[config.mk]
export PLATFORM = sky130hd
export DESIGN_NAME = printf_spec_parser_top
export DESIGN_NICKNAME = d
export VERILOG_FILES = /design/src/rtl/pss_pkg.sv /design/src/rtl/printf_spec_parser_top.sv
export SDC_FILE = /design/constraint.sdc
export NUM_CORES = 1
export LEC_CHECK = 0
export BUFFER_PORTS_ARGS = -buffer_cell sky130_fd_sc_hd__buf_2
export CORE_MARGIN = 2
export CORE_UTILIZATION = 52
export DETAILED_ROUTE_END_ITERATION = 8
export HOLD_SLACK_MARGIN = 0.03
export PLACE_DENSITY_LB_ADDON = 0.05
export SLEW_MARGIN = 40
export SYNTH_ARGS = -nofsm -noshare
export SYNTH_HDL_FRONTEND = slang
export SYNTH_SLANG_ARGS = --single-unit
[constraint.sdc]
create_clock -name clk -period 6.05 [get_ports clk]
set_input_delay 0.9075 -clock clk [delete_from_list [all_inputs] [get_ports clk]]
set_output_delay 0.9075 -clock clk [all_outputs]
set_load 0.005 [all_outputs]
[src/rtl/pss_pkg.sv]
// ----------------------------------------------------------------------------
// pss_pkg
// types and codes shared by the printf conversion specifier parser
// ----------------------------------------------------------------------------
package pss_pkg;

	localparam int ValW = 31;

	// parse phase codes
	localparam logic [3:0] PH_FLAGS   = 4'd0;
	localparam logic [3:0] PH_W_START = 4'd1;
	localparam logic [3:0] PH_W_STAR  = 4'd2;
	localparam logic [3:0] PH_W_DIG   = 4'd3;
	localparam logic [3:0] PH_P_START = 4'd4;
	localparam logic [3:0] PH_P_DOT   = 4'd5;
	localparam logic [3:0] PH_P_DIG   = 4'd6;
	localparam logic [3:0] PH_LEN     = 4'd7;
	localparam logic [3:0] PH_LEN_H   = 4'd8;
	localparam logic [3:0] PH_LEN_L   = 4'd9;
	localparam logic [3:0] PH_CONV    = 4'd10;
	localparam logic [3:0] PH_IDLE    = 4'd11;

	// flag bits
	localparam int F_ALT   = 0;
	localparam int F_SPACE = 1;
	localparam int F_PLUS  = 2;
	localparam int F_MINUS = 3;
	localparam int F_ZERO  = 4;

	// length modifiers
	localparam logic [2:0] LEN_NONE = 3'd0;
	localparam logic [2:0] LEN_H    = 3'd1;
	localparam logic [2:0] LEN_L    = 3'd2;
	localparam logic [2:0] LEN_BIGL = 3'd3;
	localparam logic [2:0] LEN_HH   = 3'd4;
	localparam logic [2:0] LEN_LL   = 3'd5;
	localparam logic [2:0] LEN_Z    = 3'd6;
	localparam logic [2:0] LEN_J    = 3'd7;

	// conversions
	localparam logic [3:0] CONV_NONE = 4'd0;
	localparam logic [3:0] CONV_S    = 4'd1;
	localparam logic [3:0] CONV_D    = 4'd2;
	localparam logic [3:0] CONV_C    = 4'd3;
	localparam logic [3:0] CONV_I    = 4'd4;
	localparam logic [3:0] CONV_O    = 4'd5;
	localparam logic [3:0] CONV_U    = 4'd6;
	localparam logic [3:0] CONV_X    = 4'd7;
	localparam logic [3:0] CONV_BIGX = 4'd8;
	localparam logic [3:0] CONV_P    = 4'd9;
	localparam logic [3:0] CONV_F    = 4'd10;
	localparam logic [3:0] CONV_BIGU = 4'd11;

	localparam logic [ValW-1:0] VAL_MAX = {ValW{1'b1}};

	typedef struct packed {
		logic [7:0]         in_char;
		logic signed [31:0] arg_value;
		logic               spec_start;
	} in_item_t;

	typedef struct packed {
		logic            char_consumed;
		logic            arg_taken;
		logic            spec_done;
		logic [4:0]      flags;
		logic [ValW-1:0] field_width;
		logic [ValW-1:0] precision;
		logic            precision_given;
		logic [2:0]      length_mod;
		logic [3:0]      conversion;
		logic            radix_prefix;
	} res_item_t;

endpackage

[src/rtl/printf_spec_parser_top.sv]
// ----------------------------------------------------------------------------
// printf_spec_parser_top
// parses one printf conversion specifier a byte per transfer
// ----------------------------------------------------------------------------
// path: a byte is held in the input register, then in the result register
// throughput: one byte per cycle while char_stall is low; the held spec updates
//   in the single logic pass between the input register and the result register
// reset: arst_n clears the held spec to the flags phase and empties both
//   registers
// ----------------------------------------------------------------------------
module printf_spec_parser_top (
	input  logic                clk,
	input  logic                arst_n,
	input  logic                char_valid,
	output logic                char_stall,
	input  pss_pkg::in_item_t   char_item,
	output logic                result_valid,
	input  logic                result_stall,
	output pss_pkg::res_item_t  result
);

	localparam int W = pss_pkg::ValW;

	logic                valid_s1;
	pss_pkg::in_item_t   item_s1;
	logic                res_valid_q;
	pss_pkg::res_item_t  res_q;

	logic [3:0]   phase_q;
	logic [4:0]   flags_q;
	logic [W-1:0] width_q;
	logic [W-1:0] prec_q;
	logic         pg_q;
	logic [2:0]   len_q;

	logic out_ready;
	logic adv;

	logic [3:0]   phase_d;
	logic [4:0]   flags_d;
	logic [W-1:0] width_d;
	logic [W-1:0] prec_d;
	logic         pg_d;
	logic [2:0]   len_d;
	pss_pkg::res_item_t res_d;

	logic         star_neg;
	logic [31:0]  star_abs;
	logic [W-1:0] star_mag;

	function automatic logic [W-1:0] mac10(input logic [W-1:0] v, input logic [3:0] d);
		logic [W+3:0] r;
		r = ({4'b0, v} << 3) + ({4'b0, v} << 1) + {{W{1'b0}}, d};
		return (r > {4'b0, pss_pkg::VAL_MAX}) ? pss_pkg::VAL_MAX : r[W-1:0];
	endfunction

	assign out_ready  = !res_valid_q || !result_stall;
	assign adv        = valid_s1 && out_ready;
	assign char_stall = valid_s1 && !out_ready;

	assign result_valid = res_valid_q;
	assign result       = res_q;

	// star magnitude, -2^31 saturates
	assign star_neg = item_s1.arg_value[31];
	assign star_abs = star_neg ? (~item_s1.arg_value + 32'd1) : item_s1.arg_value;
	assign star_mag = star_abs[31] ? pss_pkg::VAL_MAX : star_abs[W-1:0];

	always_comb begin
		logic [7:0] c;
		logic       isdig;
		logic       consumed;
		logic       taken;
		logic       done;
		logic [3:0] conv;
		logic [3:0] p;

		c = item_s1.in_char;
		p = phase_q;
		flags_d = flags_q;
		width_d = width_q;
		prec_d  = prec_q;
		pg_d    = pg_q;
		len_d   = len_q;
		consumed = 1'b0;
		taken    = 1'b0;
		done     = 1'b0;
		conv     = pss_pkg::CONV_NONE;

		if (item_s1.spec_start) begin
			p = pss_pkg::PH_FLAGS;
			flags_d = '0;
			width_d = '0;
			prec_d  = '0;
			pg_d    = 1'b0;
			len_d   = pss_pkg::LEN_NONE;
		end
		isdig = c inside {["0":"9"]};

		if (p == pss_pkg::PH_FLAGS) begin
			consumed = 1'b1;
			case (c)
				"#": flags_d[pss_pkg::F_ALT]   = 1'b1;
				" ": flags_d[pss_pkg::F_SPACE] = 1'b1;
				"+": flags_d[pss_pkg::F_PLUS]  = 1'b1;
				"-": flags_d[pss_pkg::F_MINUS] = 1'b1;
				"0": flags_d[pss_pkg::F_ZERO]  = 1'b1;
				default: begin
					consumed = 1'b0;
					p = pss_pkg::PH_W_START;
				end
			endcase
		end

		if (!consumed && (p == pss_pkg::PH_W_START || p == pss_pkg::PH_W_STAR
			|| p == pss_pkg::PH_W_DIG)) begin
			if (c == "*") begin
				taken = 1'b1;
				if (star_neg) flags_d[pss_pkg::F_MINUS] = 1'b1;
				width_d = star_mag;
				p = (p == pss_pkg::PH_W_START) ? pss_pkg::PH_W_STAR : pss_pkg::PH_P_START;
				consumed = 1'b1;
			end else if (isdig) begin
				width_d = (p == pss_pkg::PH_W_DIG) ? mac10(width_d, c[3:0])
					: {{(W-4){1'b0}}, c[3:0]};
				p = pss_pkg::PH_W_DIG;
				consumed = 1'b1;
			end else begin
				p = pss_pkg::PH_P_START;
			end
		end

		if (!consumed && p == pss_pkg::PH_P_START) begin
			if (c == ".") begin
				pg_d = 1'b1;
				prec_d = '0;
				p = pss_pkg::PH_P_DOT;
				consumed = 1'b1;
			end else begin
				p = pss_pkg::PH_LEN;
			end
		end

		if (!consumed && (p == pss_pkg::PH_P_DOT || p == pss_pkg::PH_P_DIG)) begin
			if (p == pss_pkg::PH_P_DOT && c == "*") begin
				taken = 1'b1;
				if (star_neg) begin
					prec_d = width_d;
					if (!flags_d[pss_pkg::F_ZERO]) pg_d = 1'b0;
				end else begin
					prec_d = star_mag;
				end
				p = pss_pkg::PH_LEN;
				consumed = 1'b1;
			end else if (isdig) begin
				prec_d = mac10(prec_d, c[3:0]);
				p = pss_pkg::PH_P_DIG;
				consumed = 1'b1;
			end else begin
				p = pss_pkg::PH_LEN;
			end
		end

		if (!consumed && p == pss_pkg::PH_LEN) begin
			consumed = 1'b1;
			p = pss_pkg::PH_CONV;
			case (c)
				"h": begin
					len_d = pss_pkg::LEN_H;
					p = pss_pkg::PH_LEN_H;
				end
				"l": begin
					len_d = pss_pkg::LEN_L;
					p = pss_pkg::PH_LEN_L;
				end
				"j": len_d = pss_pkg::LEN_J;
				"z": len_d = pss_pkg::LEN_Z;
				"L": len_d = pss_pkg::LEN_BIGL;
				default: begin
					len_d = pss_pkg::LEN_NONE;
					consumed = 1'b0;
				end
			endcase
		end

		if (!consumed && (p == pss_pkg::PH_LEN_H || p == pss_pkg::PH_LEN_L)) begin
			if (p == pss_pkg::PH_LEN_H && c == "h") begin
				len_d = pss_pkg::LEN_HH;
				consumed = 1'b1;
			end else if (p == pss_pkg::PH_LEN_L && c == "l") begin
				len_d = pss_pkg::LEN_LL;
				consumed = 1'b1;
			end
			p = pss_pkg::PH_CONV;
		end

		if (!consumed && p == pss_pkg::PH_CONV) begin
			case (c)
				"s", "S": conv = pss_pkg::CONV_S;
				"d": conv = pss_pkg::CONV_D;
				"D": begin
					conv = pss_pkg::CONV_D;
					len_d = pss_pkg::LEN_LL;
				end
				"c", "C": conv = pss_pkg::CONV_C;
				"p": begin
					conv = pss_pkg::CONV_P;
					flags_d[pss_pkg::F_ALT] = 1'b1;
				end
				"i": conv = pss_pkg::CONV_I;
				"o": conv = pss_pkg::CONV_O;
				"O": begin
					conv = pss_pkg::CONV_O;
					len_d = pss_pkg::LEN_LL;
				end
				"u": conv = pss_pkg::CONV_U;
				"U": conv = pss_pkg::CONV_BIGU;
				"x": conv = pss_pkg::CONV_X;
				"X": conv = pss_pkg::CONV_BIGX;
				"f", "F": conv = pss_pkg::CONV_F;
				default: conv = pss_pkg::CONV_NONE;
			endcase
			consumed = (conv != pss_pkg::CONV_NONE);
			done = 1'b1;
			p = pss_pkg::PH_IDLE;
		end

		phase_d = p;

		res_d.char_consumed   = consumed;
		res_d.arg_taken       = taken;
		res_d.spec_done       = done;
		res_d.flags           = flags_d;
		res_d.field_width     = width_d;
		res_d.precision       = prec_d;
		res_d.precision_given = pg_d;
		res_d.length_mod      = len_d;
		res_d.conversion      = conv;
		res_d.radix_prefix    = conv inside {pss_pkg::CONV_O, pss_pkg::CONV_X,
			pss_pkg::CONV_BIGX, pss_pkg::CONV_P};
	end

	// input register
	always_ff @(posedge clk or negedge arst_n) begin
		if (!arst_n) begin
			valid_s1 <= 1'b0;
		end else if (!char_stall) begin
			valid_s1 <= char_valid;
		end
	end

	always_ff @(posedge clk) begin
		if (char_valid && !char_stall) begin
			item_s1 <= char_item;
		end
	end

	// held spec
	always_ff @(posedge clk or negedge arst_n) begin
		if (!arst_n) begin
			phase_q <= pss_pkg::PH_FLAGS;
			flags_q <= '0;
			width_q <= '0;
			prec_q  <= '0;
			pg_q    <= 1'b0;
			len_q   <= pss_pkg::LEN_NONE;
		end else if (adv) begin
			phase_q <= phase_d;
			flags_q <= flags_d;
			width_q <= width_d;
			prec_q  <= prec_d;
			pg_q    <= pg_d;
			len_q   <= len_d;
		end
	end

	// result register
	always_ff @(posedge clk or negedge arst_n) begin
		if (!arst_n) begin
			res_valid_q <= 1'b0;
		end else if (out_ready) begin
			res_valid_q <= valid_s1;
		end
	end

	always_ff @(posedge clk) begin
		if (adv) begin
			res_q <= res_d;
		end
	end

	a_done_idle: assert property (@(posedge clk) disable iff (!arst_n)
		(res_valid_q && res_q.spec_done) |-> (phase_q == pss_pkg::PH_IDLE))
		else $error("done result without idle phase");

	a_taken_consumed: assert property (@(posedge clk) disable iff (!arst_n)
		(res_valid_q && res_q.arg_taken) |-> res_q.char_consumed)
		else $error("argument taken by an unconsumed byte");

	a_conv_only_done: assert property (@(posedge clk) disable iff (!arst_n)
		(res_valid_q && !res_q.spec_done)
		|-> (res_q.conversion == pss_pkg::CONV_NONE && !res_q.radix_prefix))
		else $error("conversion reported before done");

	a_stall_full: assert property (@(posedge clk) disable iff (!arst_n)
		char_stall |-> (valid_s1 && res_valid_q))
		else $error("stall with free input register");

	a_hold_state: assert property (@(posedge clk) disable iff (!arst_n)
		!adv |=> $stable(phase_q) && $stable(width_q) && $stable(prec_q))
		else $error("held spec changed without a transfer");

endmodule
Word-level counts from Yosys, hierarchy flattened
Cells that the tools add are included.
Storage, ports and cells
  register bits after elaboration: 197
  output and inout bits: 81
  logic and storage cells: 195
Cells by class
  add/sub/neg operators: 5
  $lt $le $gt $ge: 4
  eq/ne operators: 42
  mux-type cells: 83
  bitwise operators: 1
  reductions and logical operators: 39
Operator list (count)
  31-bit two-way mux: 15
  8-bit by 7-bit == test with 1-bit output (second input constant): 21
  34-bit by 32-bit adder with 35-bit output: 2
  35-bit by 4-bit adder with 35-bit output: 2
  35-bit by 31-bit > comparator with 1-bit output (second input constant): 2
  8-bit by 6-bit == test with 1-bit output (second input constant): 7
  4-bit two-way mux: 11
  4-bit case mux with 11 select lines: 1
  1-bit two-way mux: 40
  32-bit by 1-bit adder with 32-bit output (second input constant): 1
  32-bit two-way mux: 1
  32-bit NOT: 1
  3-bit two-way mux: 10
  4-bit by 3-bit == test with 1-bit output (second input constant): 6
  4-bit == test (second input constant): 5
  3-bit case mux with 5 select lines: 1
  1-bit logical AND: 13
  2-bit OR reduction: 6
  1-bit logical NOT: 10
  5-bit two-way mux: 2
  5-bit OR reduction: 2
  4-bit by 2-bit == test with 1-bit output (second input constant): 2
  8-bit by 6-bit >= comparator with 1-bit output (second input constant): 1
  8-bit by 6-bit less-or-equal comparator with 1-bit output (second input constant): 1
  other kinds (6): 11

Depth between registers and ports, before layout
  depth after elaboration: 30
  depth in mapped cells: 23
  depth with buffers taken out: 19

Worst setup path before layout
Ideal clock, no wire load.
  path type: register to register
  from: reg item_s1[34] (netlist bit)
  to: reg res_q (netlist bit result[31]), data pin
  library setup time: 0.270 ns
  data arrival time: 5.053 ns
  required time: 5.780 ns
  setup slack: 0.728 ns
  stages on the path, launching flop included: 22
  path buffers: 5
  period minus slack after synthesis: 5.322 ns
  path through: edfxtp_1 buf_6 clkbuf_1 nand4b_1 a2111oi_2 nor2_1 clkbuf_1 clkbuf_1 and2_1 fa_1 ha_1 a211oi_1 o211ai_1 nand4_1 a2111oi_0 or2_1 a211oi_1 nor3_1 buf_2 a21oi_1 a311oi_1 a2bb2oi_1
On the way
  cells in the longest elaborated chain, start to end: 19
  elaborated cells between the ends (all ways): 59
  those cells by class: 3 x add/sub; 4 x order compare; 13 x eq/ne; 27 x mux; 12 x reduce/logical
Ends and longest elaborated chain
  start: declaration: line printf_spec_parser_top.sv:25  | pss_pkg::in_item_t item_s1;
  start signal: assignment: line printf_spec_parser_top.sv:254  | item_s1 <= char_item;
  8-bit by 6-bit == test with 1-bit output: line printf_spec_parser_top.sv:102  | case (c)
  5-bit OR reduction (no source line)
  4-bit two-way mux: line printf_spec_parser_top.sv:102
  4-bit two-way mux: line printf_spec_parser_top.sv:100  | if (p == pss_pkg::PH_FLAGS) begin
  4-bit by 1-bit == test with 1-bit output or 4-bit by 2-bit == test with 1-bit output (tied branches): line printf_spec_parser_top.sv:115, printf_spec_parser_top.sv:121
  1-bit logical OR: line printf_spec_parser_top.sv:115  | if (!consumed && (p == pss_pkg::PH_W_START || p == pss_pkg::PH_W_STAR
  1-bit logical OR: line printf_spec_parser_top.sv:116  | || p == pss_pkg::PH_W_DIG)) begin
  1-bit logical AND: line printf_spec_parser_top.sv:115
  [... 4 more ...]
  34-bit by 32-bit adder with 35-bit output: line printf_spec_parser_top.sv:53  | r = ({4'b0, v} << 3) + ({4'b0, v} << 1) + {{W{1'b0}}, d};
  35-bit by 4-bit adder with 35-bit output: line printf_spec_parser_top.sv:53
  35-bit by 31-bit > comparator with 1-bit output: line printf_spec_parser_top.sv:54  | return (r > {4'b0, pss_pkg::VAL_MAX}) ? pss_pkg::VAL_MAX : r[W-1:0];
  31-bit two-way mux: line printf_spec_parser_top.sv:54
  31-bit two-way mux: line printf_spec_parser_top.sv:155  | end else if (isdig) begin
  31-bit two-way mux: line printf_spec_parser_top.sv:145  | if (p == pss_pkg::PH_P_DOT && c == "*") begin
  31-bit two-way mux (*): line printf_spec_parser_top.sv:144  | if (!consumed && (p == pss_pkg::PH_P_DOT || p == pss_pkg::PH_P_DIG)) begin
  named net prec_d[22]: line printf_spec_parser_top.sv:42  | logic [W-1:0] prec_d;
  end signal: assignment: line printf_spec_parser_top.sv:288  | res_q <= res_d;
  end: declaration: line printf_spec_parser_top.sv:27  | pss_pkg::res_item_t res_q;
The timed path passes the listed nets; every way through them passes the cells marked *.
A chain may end at the register's enable or synchronous reset.

Worst setup path after layout
  from: reg phase_q[0]
  to: reg prec_q[21]
On the way
  cells in the longest elaborated chain, start to end: 18
  elaborated cells between the ends (all ways): 43
  those cells by class: 2 x add/sub; 1 x order compare; 6 x eq/ne; 23 x mux; 11 x reduce/logical
Ends and longest elaborated chain
  start: declaration: line printf_spec_parser_top.sv:29  | logic [3:0] phase_q;
  start signal: assignment: line printf_spec_parser_top.sv:261  | phase_q <= pss_pkg::PH_FLAGS;
  start signal: assignment: line printf_spec_parser_top.sv:268  | phase_q <= phase_d;
  4-bit two-way mux (*): line printf_spec_parser_top.sv:90  | if (item_s1.spec_start) begin
  4-bit logical NOT or 4-bit two-way mux (tied branches): line printf_spec_parser_top.sv:100, printf_spec_parser_top.sv:102
  4-bit two-way mux: line printf_spec_parser_top.sv:100
  4-bit by 1-bit == test with 1-bit output or 4-bit by 2-bit == test with 1-bit output (tied branches): line printf_spec_parser_top.sv:115, printf_spec_parser_top.sv:121
  1-bit logical OR: line printf_spec_parser_top.sv:115
  1-bit logical OR: line printf_spec_parser_top.sv:116
  1-bit logical AND: line printf_spec_parser_top.sv:115
  4-bit two-way mux or 1-bit two-way mux (tied branches): line printf_spec_parser_top.sv:115
  [... 2 more ...]
  31-bit two-way mux: line printf_spec_parser_top.sv:133  | if (!consumed && p == pss_pkg::PH_P_START) begin
  34-bit by 32-bit adder with 35-bit output: line printf_spec_parser_top.sv:53
  35-bit by 4-bit adder with 35-bit output: line printf_spec_parser_top.sv:53
  35-bit by 31-bit > comparator with 1-bit output: line printf_spec_parser_top.sv:54
  31-bit two-way mux: line printf_spec_parser_top.sv:54
  31-bit two-way mux: line printf_spec_parser_top.sv:155
  31-bit two-way mux: line printf_spec_parser_top.sv:145
  31-bit two-way mux (*): line printf_spec_parser_top.sv:144
  end signal: assignment: line printf_spec_parser_top.sv:271  | prec_q <= prec_d;
  end: declaration: line printf_spec_parser_top.sv:32  | logic [W-1:0] prec_q;
Every way passes the cells marked *; elsewhere a longest branch is shown, timed or not.

==> out/metrics.csv <==
metric;value;unit
status;completed;
diodes;0;
cts_max_path_buffers;2;
cp.required;6400;ps
ys.flop_type;edfxtp_1;
mostFrequentLayoutCell;nand2_1;
power.leakage;7.38;nW
maxCapViolCount;0;
start_util;0.528;
ys_async_sr_fraction;0.391;
timing.fmax;0.174;GHz
critPathKind;flip-flop to flip-flop;
ys_warn_count;0;
grt_pass1_wl;76.3;mm
antenna_left;0;
cts_inserted_buffers;17;
syn-num-nets;1867;
layout_common_cells;162 x nand2_1, 148 x a21oi_1, 129 x nor2_1;
dpl.cell_count;2151;
io_buffers;125;
worstSetupStartpoint;phase_q[0];
setup_viol;0;
grt_antenna_before_repair;2;
synth_area;15200;sq um
synth_edf_count;120;
core;28800;sq um
die_h;175;um
cellPowerDensity;237;nW/um^2
crit_fanout;12;
rows;62;
hpwl;36.1;mm
met2_usage;0.499;
viasPerCell;6.43;
clock_skew;19.0;ps
yosysUniqueCellTypes;95;
start_kind;flip-flop;
rsz0062_at_grt;yes;
use_met1;0.456;
die_x;175;um
htree_levels;4;
dp_slack;99.5;ps
vias;14040;
slew_headroom;0.456;
syn_avg_cell_area;8.97;sq um
fillers;2573;
ir_worst_vdd;0.000229;V
grtUsageMet3;0.0498;
cts-root-buf;clkbuf_16;
fin_nets;1958;
yosys_register_bits;197;
grt_usage;0.325;
hold_class;primary input to asynchronous set/reset pin;
cts_tree;built;
reg2reg_from;phase_q[0];
worstPathArrival;6100;ps
holdWs;474;ps
layout_min_cycle_time;5740;ps
routed_wl;49.3;mm
cts_num_sinks;197;
syn2layout_area_growth;10.9;%
drt_iter0_drc;1493;
synthCells;1695;
ioPinCount;126;
final_cells;2183;
drc;0;
synth_seq_area_share;0.364;
gp_congestion;1.01;
insertion_delay;470;ps
fin_crit_sh;0.949;
firstDrtPassIters;6;
grt_pass1_vias;13165;
wl_per_cell;22.6;um
worstSetupEndpointType;flip-flop;
finalMaxSlewViolations;0;
layout-drive-gt1-share;0.144;
worstMarginPinSlew;816;ps
fin_total_pwr;0.00400;W
hold_violations;0;
overflow;0;
grt_max_degree;107;
fin_ws;307;ps
busiest_layer;met2;
clkTransAtPathRegs;80;ps
dieArea;30600;sq um
## per-stage QoR
step | instance area [sq um] | TNS [ps] | utilization
floorplan | 15200 | 0 | -
global placement | 16200 | 0 | 0.564
detailed placement | 16300 | 0 | 0.565
CTS | 16800 | 0 | 0.585
global route | 16900 | -85.6 | 0.586
finish | 16900 | 0 | 0.586
## synthesized netlist by cell type, types with 5 or more instances
cell type | n | area share
a211o_1 | 7 | 0.0040
a21boi_0 | 6 | 0.0030
or4_1 | 7 | 0.0035
a21oi_1 | 148 | 0.049
o21ai_0 | 117 | 0.039
ha_1 | 123 | 0.10
o31ai_1 | 24 | 0.012
nand2b_1 | 25 | 0.010
nand2_1 | 162 | 0.040
a21o_1 | 30 | 0.015
and2_1 | 38 | 0.016
a2111oi_0 | 7 | 0.0040
a311o_1 | 8 | 0.0053
nand4_1 | 17 | 0.0070
o22ai_1 | 18 | 0.0074
dfrtp_1 | 77 | 0.13
nor2b_1 | 47 | 0.019
or2_2 | 6 | 0.0025
edfxtp_1 | 120 | 0.24
nand3_1 | 32 | 0.011
clkbuf_1 | 74 | 0.018
o21a_1 | 15 | 0.0074
and3_1 | 18 | 0.0074
a211oi_1 | 20 | 0.0099
o211ai_1 | 23 | 0.011
or3_1 | 14 | 0.0058
o41ai_1 | 11 | 0.0063
mux2_2 | 23 | 0.017
o221ai_1 | 10 | 0.0058
o21bai_1 | 12 | 0.0059
buf_2 | 12 | 0.0040
xor2_1 | 36 | 0.021
a22oi_1 | 8 | 0.0040
nor2_1 | 130 | 0.032
nor3_1 | 30 | 0.0099
a31oi_1 | 38 | 0.016
a311oi_1 | 7 | 0.0040
inv_1 | 45 | 0.011
nor4_1 | 11 | 0.0045
and4_1 | 5 | 0.0029
xnor2_1 | 33 | 0.019
## critical path, cell delays in order (launching register included)
cell and delay [ps]:
dfrtp_1 500, o21ba_2 270, a2111oi_2 440, nor2_1 280
buf_4 250, and2_1 210, ha_1 290, ha_1 350
o21ai_0 130, o211ai_1 370, nand4_1 290, a2111oi_2 520
or2_1 230, a211oi_2 120, or3_4 520, o31ai_1 360
nand2_1 140, a221o_1 360
## layout make-up
| cell class | count | area, sq um | share of cell area |
|---|---|---|---|
| Tap cell | 384 | 480 | 0.0285 |
| Clock buffer | 19 | 433 | 0.0257 |
| Timing Repair Buffer | 163 | 913 | 0.0542 |
| Multi-Input combinational cell | 1361 | 9180 | 0.545 |
| Inverter | 46 | 180 | 0.0107 |
| Clock inverter | 13 | 139 | 0.00824 |
| Sequential cell | 197 | 5530 | 0.328 |
## power by group
part	switching (W)	total [W]	internal, W
combinational	0.000718	0.00113	0.000410
sequential	0.000108	0.00170	0.00159
clock	0.000582	0.00117	0.000583
total	0.00141	0.00400	0.00259
## registers in the layout, summed over array words and instances, names as in the netlist
| name | cells |
|---|---|
| flags_q | 5 |
| prec_q | 31 |
| item_s1 | 41 |
| result | 79 |
| len_q | 3 |
| phase_q | 4 |
| width_q | 31 |
| valid_s1 | 1 |
| result_valid | 1 |
| pg_q | 1 |
## layer usage
layer,vias to the layer above,part of all wire
li1,6563,-
met1,6678,0.44
met2,684,0.45
met3,113,0.073
met4,2,0.041
met5,-,0.00010
## timing repair
action / in CTS / in global routing
buffers inserted: 0 / 0
hold buffers: 0 / 0
setup endpoints to repair: 0 / 59
gates resized for setup: 0 / 5
## logic make-up after synthesis
kind of cell | count (synthesis) | synth area share
AOI/OAI and AO/OA | 581 | 0.255
xor gates and xnor gates | 69 | 0.0398
adders and majority gates | 127 | 0.107
buffers and inverters | 137 | 0.0358
DFF | 197 | 0.364
muxes | 25 | 0.0184
and+or+nand+nor | 559 | 0.181
## final timing paths
path	end	slack [ps]	cells after the start
setup / recovery	prec_q[21]	310	17
hold reg to reg	prec_q[8]	480	2
hold / removal	width_q[6]	470	1
min in group clk	prec_q[8]	480	2
setup reg to reg	prec_q[21]	310	17
max in group asynchronous	width_q[11]	4540	2
No activity file was read; power rests on OpenSTA's default activity.
